**src/sv/clcd_pkg.sv**
```systemverilog
// Package for the character LCD write controller: item structs, codes, helpers.
// No dependencies; imported by the top level and the checker.
`default_nettype none

package clcd_pkg;

    localparam int TICK_COUNT_BITS = 16;
    localparam int CFG_DATA_BITS   = 16;
    localparam int CFG_ADDR_BITS   = 3;

    // Request codes
    typedef enum logic [2:0] {
        ACT_TICK      = 3'd0,
        ACT_INIT      = 3'd1,
        ACT_WRITE_DAT = 3'd2,
        ACT_WRITE_CMD = 3'd3,
        ACT_MOVE_CUR  = 3'd4,
        ACT_CLEAR     = 3'd5
    } action_t;

    // Configuration register indexes
    localparam logic [CFG_ADDR_BITS-1:0] CFG_FUNCTION_SET   = 3'd0;
    localparam logic [CFG_ADDR_BITS-1:0] CFG_DISPLAY_CTRL   = 3'd1;
    localparam logic [CFG_ADDR_BITS-1:0] CFG_CLEAR_CODE     = 3'd2;
    localparam logic [CFG_ADDR_BITS-1:0] CFG_CURSOR_BASE    = 3'd3;
    localparam logic [CFG_ADDR_BITS-1:0] CFG_ENABLE_TICKS   = 3'd4;
    localparam logic [CFG_ADDR_BITS-1:0] CFG_SETTLE_TICKS   = 3'd5;
    localparam logic [CFG_ADDR_BITS-1:0] CFG_POWER_UP_TICKS = 3'd6;

    // Sequencer phases
    typedef enum logic [2:0] {
        PH_IDLE    = 3'd0,
        PH_POWER   = 3'd1,
        PH_EN      = 3'd2,
        PH_SETTLE  = 3'd3,
        PH_IEN     = 3'd4,
        PH_ISETTLE = 3'd5,
        PH_IGAP    = 3'd6
    } phase_t;

    typedef struct packed {
        logic [2:0] action;
        logic [7:0] byte_value;
        logic [1:0] row;
        logic [3:0] column;
    } in_item_t;

    typedef struct packed {
        logic       reg_select;
        logic       read_write;
        logic       enable_pin;
        logic [7:0] data_bus;
        logic       pins_driven;
        logic       busy_res;
        logic       rejected;
    } out_item_t;

    // DDRAM row start addresses; row 3 follows row 1 at +0x10
    function automatic logic [7:0] row_offset(input logic [1:0] row);
        logic [7:0] off;
        case (row)
            2'd0:    off = 8'h00;
            2'd1:    off = 8'h40;
            2'd2:    off = 8'h10;
            default: off = 8'h50;
        endcase
        return off;
    endfunction

    // Extra gap after each init command
    function automatic logic [1:0] init_gap(input logic [1:0] step);
        logic [1:0] gap;
        case (step)
            2'd0:    gap = 2'd1;
            2'd1:    gap = 2'd1;
            default: gap = 2'd2;
        endcase
        return gap;
    endfunction

    // Fit a 16-bit tick setting into the counter width
    function automatic logic [TICK_COUNT_BITS-1:0] cnt_load(input logic [15:0] v);
        logic [31:0] wide;
        wide = 32'(v);
        return wide[TICK_COUNT_BITS-1:0];
    endfunction

endpackage

`default_nettype wire

```
**src/sv/char_lcd_parallel_write_controller.sv**
```systemverilog
// Character LCD 8-bit parallel write controller, top level.
// Depends on clcd_pkg.
//
//   channel | ports                       | moves
//   --------+-----------------------------+---------------------------------
//   input   | s_valid s_ready s_data      | one tick or request per transfer
//   result  | m_valid m_ready m_data      | pin levels after that step
//   config  | cfg_wr_en cfg_addr cfg_data | register write, no wait
//
// Each input transfer is handled at its accepting edge: the sequencer state and
// the result register update there, so one item per cycle while s_ready is high.
// The single result register is the only buffer; s_ready drops only while a
// result is held and m_ready is low.
// Reset (aresetn low, synchronous) sets defaults and an idle sequencer.
`default_nettype none

module char_lcd_parallel_write_controller
    import clcd_pkg::*;
(
    input  wire logic                     aclk,
    input  wire logic                     aresetn,
    input  wire logic                     s_valid,
    output logic                          s_ready,
    input  wire in_item_t                 s_data,
    output logic                          m_valid,
    input  wire logic                     m_ready,
    output out_item_t                     m_data,
    input  wire logic                     cfg_wr_en,
    input  wire logic [CFG_ADDR_BITS-1:0] cfg_addr,
    input  wire logic [CFG_DATA_BITS-1:0] cfg_data
);

    // Configuration registers
    logic [7:0]  function_set_reg, display_ctrl_reg, clear_code_reg, cursor_base_reg;
    logic [15:0] enable_ticks_reg, settle_ticks_reg, power_up_ticks_reg;

    // Sequencer state
    phase_t                     phase_reg, phase_next;
    logic [TICK_COUNT_BITS-1:0] tick_count_reg, tick_count_next;
    logic [7:0]                 held_byte_reg, held_byte_next;
    logic                       held_select_reg, held_select_next;
    logic [1:0]                 init_step_reg, init_step_next;
    logic                       outputs_enabled_reg, outputs_enabled_next;
    logic                       rejected_next;

    logic      m_valid_reg;
    out_item_t m_data_reg, m_data_next;
    logic      in_xfer;

    assign s_ready = !m_valid_reg || m_ready;
    assign in_xfer = s_valid && s_ready;
    assign m_valid = m_valid_reg;
    assign m_data  = m_data_reg;

    // Configuration writes
    always_ff @(posedge aclk) begin
        if (!aresetn) begin
            function_set_reg   <= 8'd56;
            display_ctrl_reg   <= 8'd15;
            clear_code_reg     <= 8'd1;
            cursor_base_reg    <= 8'd128;
            enable_ticks_reg   <= 16'd1;
            settle_ticks_reg   <= 16'd2;
            power_up_ticks_reg <= 16'd40;
        end else if (cfg_wr_en) begin
            case (cfg_addr)
                CFG_FUNCTION_SET:   function_set_reg   <= cfg_data[7:0];
                CFG_DISPLAY_CTRL:   display_ctrl_reg   <= cfg_data[7:0];
                CFG_CLEAR_CODE:     clear_code_reg     <= cfg_data[7:0];
                CFG_CURSOR_BASE:    cursor_base_reg    <= cfg_data[7:0];
                CFG_ENABLE_TICKS:   enable_ticks_reg   <= cfg_data;
                CFG_SETTLE_TICKS:   settle_ticks_reg   <= cfg_data;
                CFG_POWER_UP_TICKS: power_up_ticks_reg <= cfg_data;
                default: ;
            endcase
        end
    end

    // Next state for one step
    always_comb begin
        phase_next           = phase_reg;
        tick_count_next      = tick_count_reg;
        held_byte_next       = held_byte_reg;
        held_select_next     = held_select_reg;
        init_step_next       = init_step_reg;
        outputs_enabled_next = outputs_enabled_reg;
        rejected_next        = 1'b0;

        if (action_t'(s_data.action) == ACT_TICK) begin
            if (phase_reg != PH_IDLE) begin
                if (tick_count_reg > TICK_COUNT_BITS'(1)) begin
                    tick_count_next = tick_count_reg - TICK_COUNT_BITS'(1);
                end else begin
                    case (phase_reg)
                        PH_POWER: begin
                            init_step_next   = 2'd0;
                            held_byte_next   = function_set_reg;
                            held_select_next = 1'b0;
                            phase_next       = PH_IEN;
                            tick_count_next  = cnt_load(enable_ticks_reg);
                        end
                        PH_EN: begin
                            phase_next      = PH_SETTLE;
                            tick_count_next = cnt_load(settle_ticks_reg);
                        end
                        PH_IEN: begin
                            phase_next      = PH_ISETTLE;
                            tick_count_next = cnt_load(settle_ticks_reg);
                        end
                        PH_ISETTLE: begin
                            phase_next      = PH_IGAP;
                            tick_count_next = cnt_load(16'(init_gap(init_step_reg)));
                        end
                        PH_IGAP: begin
                            if (init_step_reg < 2'd2) begin
                                init_step_next   = init_step_reg + 2'd1;
                                held_byte_next   = (init_step_reg == 2'd0) ?
                                                   display_ctrl_reg : clear_code_reg;
                                held_select_next = 1'b0;
                                phase_next       = PH_IEN;
                                tick_count_next  = cnt_load(enable_ticks_reg);
                            end else begin
                                init_step_next  = 2'd0;
                                phase_next      = PH_IDLE;
                                tick_count_next = '0;
                            end
                        end
                        default: begin
                            // settle end, or an unused phase code
                            phase_next      = PH_IDLE;
                            tick_count_next = '0;
                        end
                    endcase
                end
            end
        end else if (s_data.action <= 3'(ACT_CLEAR)) begin
            if (phase_reg != PH_IDLE) begin
                rejected_next = 1'b1;
            end else if (action_t'(s_data.action) == ACT_INIT) begin
                outputs_enabled_next = 1'b1;
                init_step_next       = 2'd0;
                phase_next           = PH_POWER;
                tick_count_next      = cnt_load(power_up_ticks_reg);
            end else begin
                phase_next       = PH_EN;
                tick_count_next  = cnt_load(enable_ticks_reg);
                held_select_next = 1'b0;
                case (action_t'(s_data.action))
                    ACT_WRITE_DAT: begin
                        held_byte_next   = s_data.byte_value;
                        held_select_next = 1'b1;
                    end
                    ACT_WRITE_CMD: held_byte_next = s_data.byte_value;
                    ACT_MOVE_CUR:  held_byte_next = (row_offset(s_data.row) +
                                                     8'(s_data.column)) | cursor_base_reg;
                    default:       held_byte_next = clear_code_reg;
                endcase
            end
        end
    end

    // Result item from the updated state
    always_comb begin
        m_data_next.reg_select  = held_select_next;
        m_data_next.read_write  = 1'b0;
        m_data_next.enable_pin  = (phase_next == PH_EN) || (phase_next == PH_IEN);
        m_data_next.data_bus    = held_byte_next;
        m_data_next.pins_driven = outputs_enabled_next;
        m_data_next.busy_res    = (phase_next != PH_IDLE);
        m_data_next.rejected    = rejected_next;
    end

    // State and result registers
    always_ff @(posedge aclk) begin
        if (!aresetn) begin
            phase_reg           <= PH_IDLE;
            tick_count_reg      <= '0;
            held_byte_reg       <= '0;
            held_select_reg     <= 1'b0;
            init_step_reg       <= 2'd0;
            outputs_enabled_reg <= 1'b0;
            m_valid_reg         <= 1'b0;
        end else begin
            if (in_xfer) begin
                phase_reg           <= phase_next;
                tick_count_reg      <= tick_count_next;
                held_byte_reg       <= held_byte_next;
                held_select_reg     <= held_select_next;
                init_step_reg       <= init_step_next;
                outputs_enabled_reg <= outputs_enabled_next;
                m_valid_reg         <= 1'b1;
            end else if (m_ready) begin
                m_valid_reg <= 1'b0;
            end
        end
    end

    always_ff @(posedge aclk) begin
        if (in_xfer) begin
            m_data_reg <= m_data_next;
        end
    end

endmodule

`default_nettype wire

```
**config.mk**
```make
export PLATFORM = sky130hd
export DESIGN_NAME = char_lcd_parallel_write_controller
export DESIGN_NICKNAME = d
export VERILOG_FILES = /design/src/sv/clcd_pkg.sv /design/src/sv/char_lcd_parallel_write_controller.sv
export SDC_FILE = /design/constraint.sdc
export NUM_CORES = 1
export LEC_CHECK = 0
export BUFFER_PORTS_ARGS = -buffer_cell sky130_fd_sc_hd__buf_2
export CAP_MARGIN = 40
export CORE_AREA = 2 2 95 116
export DETAILED_ROUTE_END_ITERATION = 16
export DIE_AREA = 0 0 97 118
export PLACE_DENSITY_LB_ADDON = 0.05
export SLEW_MARGIN = 40
export SYNTH_ARGS = -nofsm -noshare
export SYNTH_HDL_FRONTEND = slang
export SYNTH_SLANG_ARGS = --single-unit
```
**constraint.sdc**
```tcl
create_clock -name aclk -period 6 [get_ports aclk]
set_input_delay 0.9 -clock aclk [delete_from_list [all_inputs] [get_ports aclk]]
set_output_delay 0.9 -clock aclk [all_outputs]
set_load 0.03 [all_outputs]
```
==> run_results.csv <==
group,metric,value,unit
critical_path,crit_start,"s_data[14]",
critical_path,r2r_slack,3.31,ns
synth,synthAdderAreaFrac,0.387,%
place,portBuffers,55,
synth,syn_inst,846,
floorplan,start_util,62.7,%
cts,cts_buffers,17,
cts,clockBufferDepth,2,
critical_path,start_kind,"input port",
layout,finalNonFillerCells,1016,
cts,postCtsSetupRepairBufs,0,
floorplan,die_w,97,microns
cts,htreeDepth,4,
synth,ys_seq_area_share,40.7,%
detailed_routing,met1_length,8.13,mm
critical_path,worstRegToRegCells,7,
critical_path,worstSetupPathType,"in -> reg",
layout,multi_input_area,3550,sq um
floorplan,ios,57,
pwr,p_per_area,307,nW/um^2
critical_path,path_max_fanout,42,
critical_path,arrival,3.12,ns
detailed_routing,postRouteAntennaNets,0,
critical_path,r2r-end,"tick_count_reg[12]",
layout,fillerInstances,880,
cts,cts_root_buffer,"clkbuf_16",
floorplan,die_h,118,microns
place,globalplace.congestion,0.905,
layout,final_area,7300,sq um
detailed_routing,top_layer,"met4",
critical_path,cp.required,6.17,ns
critical_path,critPathSlowestCell,"or3_1",
sta,timing.max_slew.rel_slack,44.6,%
layout,layout-drive-gt1-share,13.8,%
sta,setup_viol,0,
synth,synth-main-ff-cell,"dfxtp_1",
synth,yosys.area_share.simple,25.4,%
detailed_routing,drtIter0Drc,648,
synth,ys_ff_latch,125,
cts,cts_hold_buf,0,
detailed_routing,route.met3.wl,1.84,mm
floorplan,rows,41,
hold_path,holdPathStages,2,
sta,min_period_over_period,49.2,%
global_route,grt_antenna_before_repair,0,
sta,final.setup.tns,0,ns
critical_path,cp_common_cell,"or3_1",
critical_path,path_cells,"buf_2, or3_1, or3_1, o21ai_1, o211ai_1, or3_1",
cts,cts_tree,"done",
job,max-cap-violations,0,
status,status,"completed",
synth,async_flop_share,0,%
synth,syn-cell-area,6460,sq um
sta,rsz0062_at_grt,"false",
detailed_routing,dr_total_vias,6394,
cts,clock_sinks,125,
place,post_dp_cell_area,6760,sq um
critical_path,cp_top_family,"simple AND/OR/NAND/NOR gates",
sta,fmax,0.339,GHz
sta,drv_slew,0,
global_route,grt_pass1_vias,5947,
hold_path,worstHoldPathType,"reg -> reg",
hold_path,min_from,"power_up_ticks_reg[11]",
sta,worst-slew-pin-transition,0.830,ns
floorplan,die_area,11400,sq um
layout,antenna_cells,0,
detailed_routing,route.detailed.drc,0,
pwr,ir_drop,212,uV
place,dp_hpwl,12.3,mm
sta,min_period,2.95,ns
cts,cts.repair.resized,0,
layout,seq_area,2630,sq um
cts,path_clk_slew,0.06,ns
floorplan,core,10300,sq um
detailed_routing,routedWlPerCell,18.5,microns
sta,skew,0.00930,ns
synth,syn_avg_cell_area,7.64,sq um
global_route,overflow,0,
pwr,p_leak,2.62,nW
synth,yosys_warnings,0,
sta,hold_slack,0.452,ns
hold_path,hold_end,"power_up_ticks_reg[11]",
detailed_routing,avgViaCountPerCell,6.29,
global_route,grtUsageTotal,32.7,%
synth,synth.mux.area_fraction,2.05,%
critical_path,critPathBufInv,1,
sta,finalHoldViolations,0,
detailed_routing,routed_wl,18.8,mm
detailed_routing,wl_met2,8.54,mm
global_route,grt_pass1_wl,30.3,mm
critical_path,end_kind,"flip-flop",
synth,syn-num-nets,889,
synth,synth_cell_types,72,
critical_path,rr_startpoint,"phase_reg[2]",
synth,synth_xor_xnor_area_share,1.36,%
detailed_routing,dr.pass1.iters,5,
synth,synth_edf_count,13,
place,place_inst,984,
global_route,grt_max_degree,75,
layout,final_util,70.8,%
cts,worstSkewPairLatency,0.42,ns
layout,nets,917,
synth,synth_top_family_by_area,"simple AND/OR/NAND/NOR gates",
synth,synth_compound_area_share,25.4,%
layout,syn2layout_area_growth,13.1,%
critical_path,critPathMaxStageDelay,0.68,ns
## kinds of logic after synthesis
logic type,after synthesis
fa+ha+maj,2
other cells,1
mux,13
simple gates,362
xor+xnor,10
buf+inv,73
compound gates,260
flops,125
## worst reg2reg max path: stages, from the launching register on
cell and delay, ns:
dfxtp_1 0.77, nor3_1 0.10, buf_4 0.22, or3_4 0.41
a211oi_2 0.66, o211ai_1 0.22, a21oi_1 0.17, a21o_1 0.09
## cell usage after synthesis (3+ instances only)
cell / count / area (sq um)
a211oi_1: 7 / 52.6
a21oi_1: 105 / 526
a22o_1: 7 / 61.3
a22oi_1: 23 / 173
a311oi_1: 3 / 26.3
a31oi_1: 19 / 119
a32o_1: 10 / 100
and2_1: 3 / 18.8
buf_1: 8 / 30.0
buf_2: 8 / 40.0
clkbuf_1: 37 / 139
dfxtp_1: 112 / 2240
edfxtp_1: 13 / 390
inv_1: 16 / 60.1
mux2i_1: 11 / 110
nand2_1: 212 / 796
nand2b_1: 5 / 31.3
nand3_1: 21 / 105
nand3b_1: 7 / 52.6
nor2_1: 59 / 221
nor2b_1: 10 / 62.6
nor3_1: 11 / 55.1
nor4_1: 3 / 18.8
o211ai_1: 9 / 67.6
o21ai_0: 39 / 195
o21ai_1: 9 / 45.0
o221ai_1: 4 / 35.0
o31ai_1: 4 / 30.0
or3_1: 7 / 43.8
xnor2_1: 6 / 52.6
xor2_1: 4 / 35.0
## layout make-up
cell class                 instances  area share [%]
clock buffer                      18            5.88
timing repair buffer              65            4.90
multi-input combinational        648            48.6
inverter                          17           0.874
clock inverter                    14            1.49
tap                              129            2.21
sequential                       125            36.1
## report_power, final
group | internal (mW) | switching (mW)
combinational | 0.129 | 0.261
sequential | 0.883 | 0.0329
clock | 0.534 | 0.406
total | 1.55 | 0.700
## metrics by stage
stage	setup WS (ns)	power, mW
floorplan	3.38	1.20
global placement	2.58	1.30
detailed placement	2.49	1.31
CTS	2.86	2.24
global route	2.94	2.32
finish	3.05	2.25
## how the worst max path moves through the flow
stage | endpoint | slack [ns] | cells past startpoint
floorplan | m_data[1] | 3.38 | 6
global placement | tick_count_reg[9] | 2.58 | 6
detailed placement | tick_count_reg[10] | 2.49 | 6
CTS | tick_count_reg[0] | 2.86 | 6
global route | m_data[1] | 2.94 | 6
finish | m_data[1] | 3.05 | 6
## metal layers
layer / vias up / track usage [%]
met5: - / 0
met4: 0 / 9.86
met3: 32 / 7.13
met2: 353 / 50.9
met1: 2949 / 45.9
li1: 3060 / -
## placed cells by master, fill, tap and decap left out, types with 4 or more instances in the layout
master	count
a22oi_1	23
xor2_1	4
inv_1	15
o211ai_1	9
nor2b_1	10
a31oi_1	19
a22o_1	7
o21ai_0	39
mux2i_1	11
o21ai_1	9
edfxtp_1	13
nand2b_1	5
buf_4	9
nor3_1	10
or3_1	7
buf_2	55
o221ai_1	4
nor2_1	57
dfxtp_1	111
xnor2_1	6
o31ai_1	4
a32o_1	10
clkbuf_16	17
nand3b_1	7
nand3_1	21
a211oi_1	7
inv_6	6
nand2_1	212
a21oi_1	104
(Power assumes the default switching activity.)
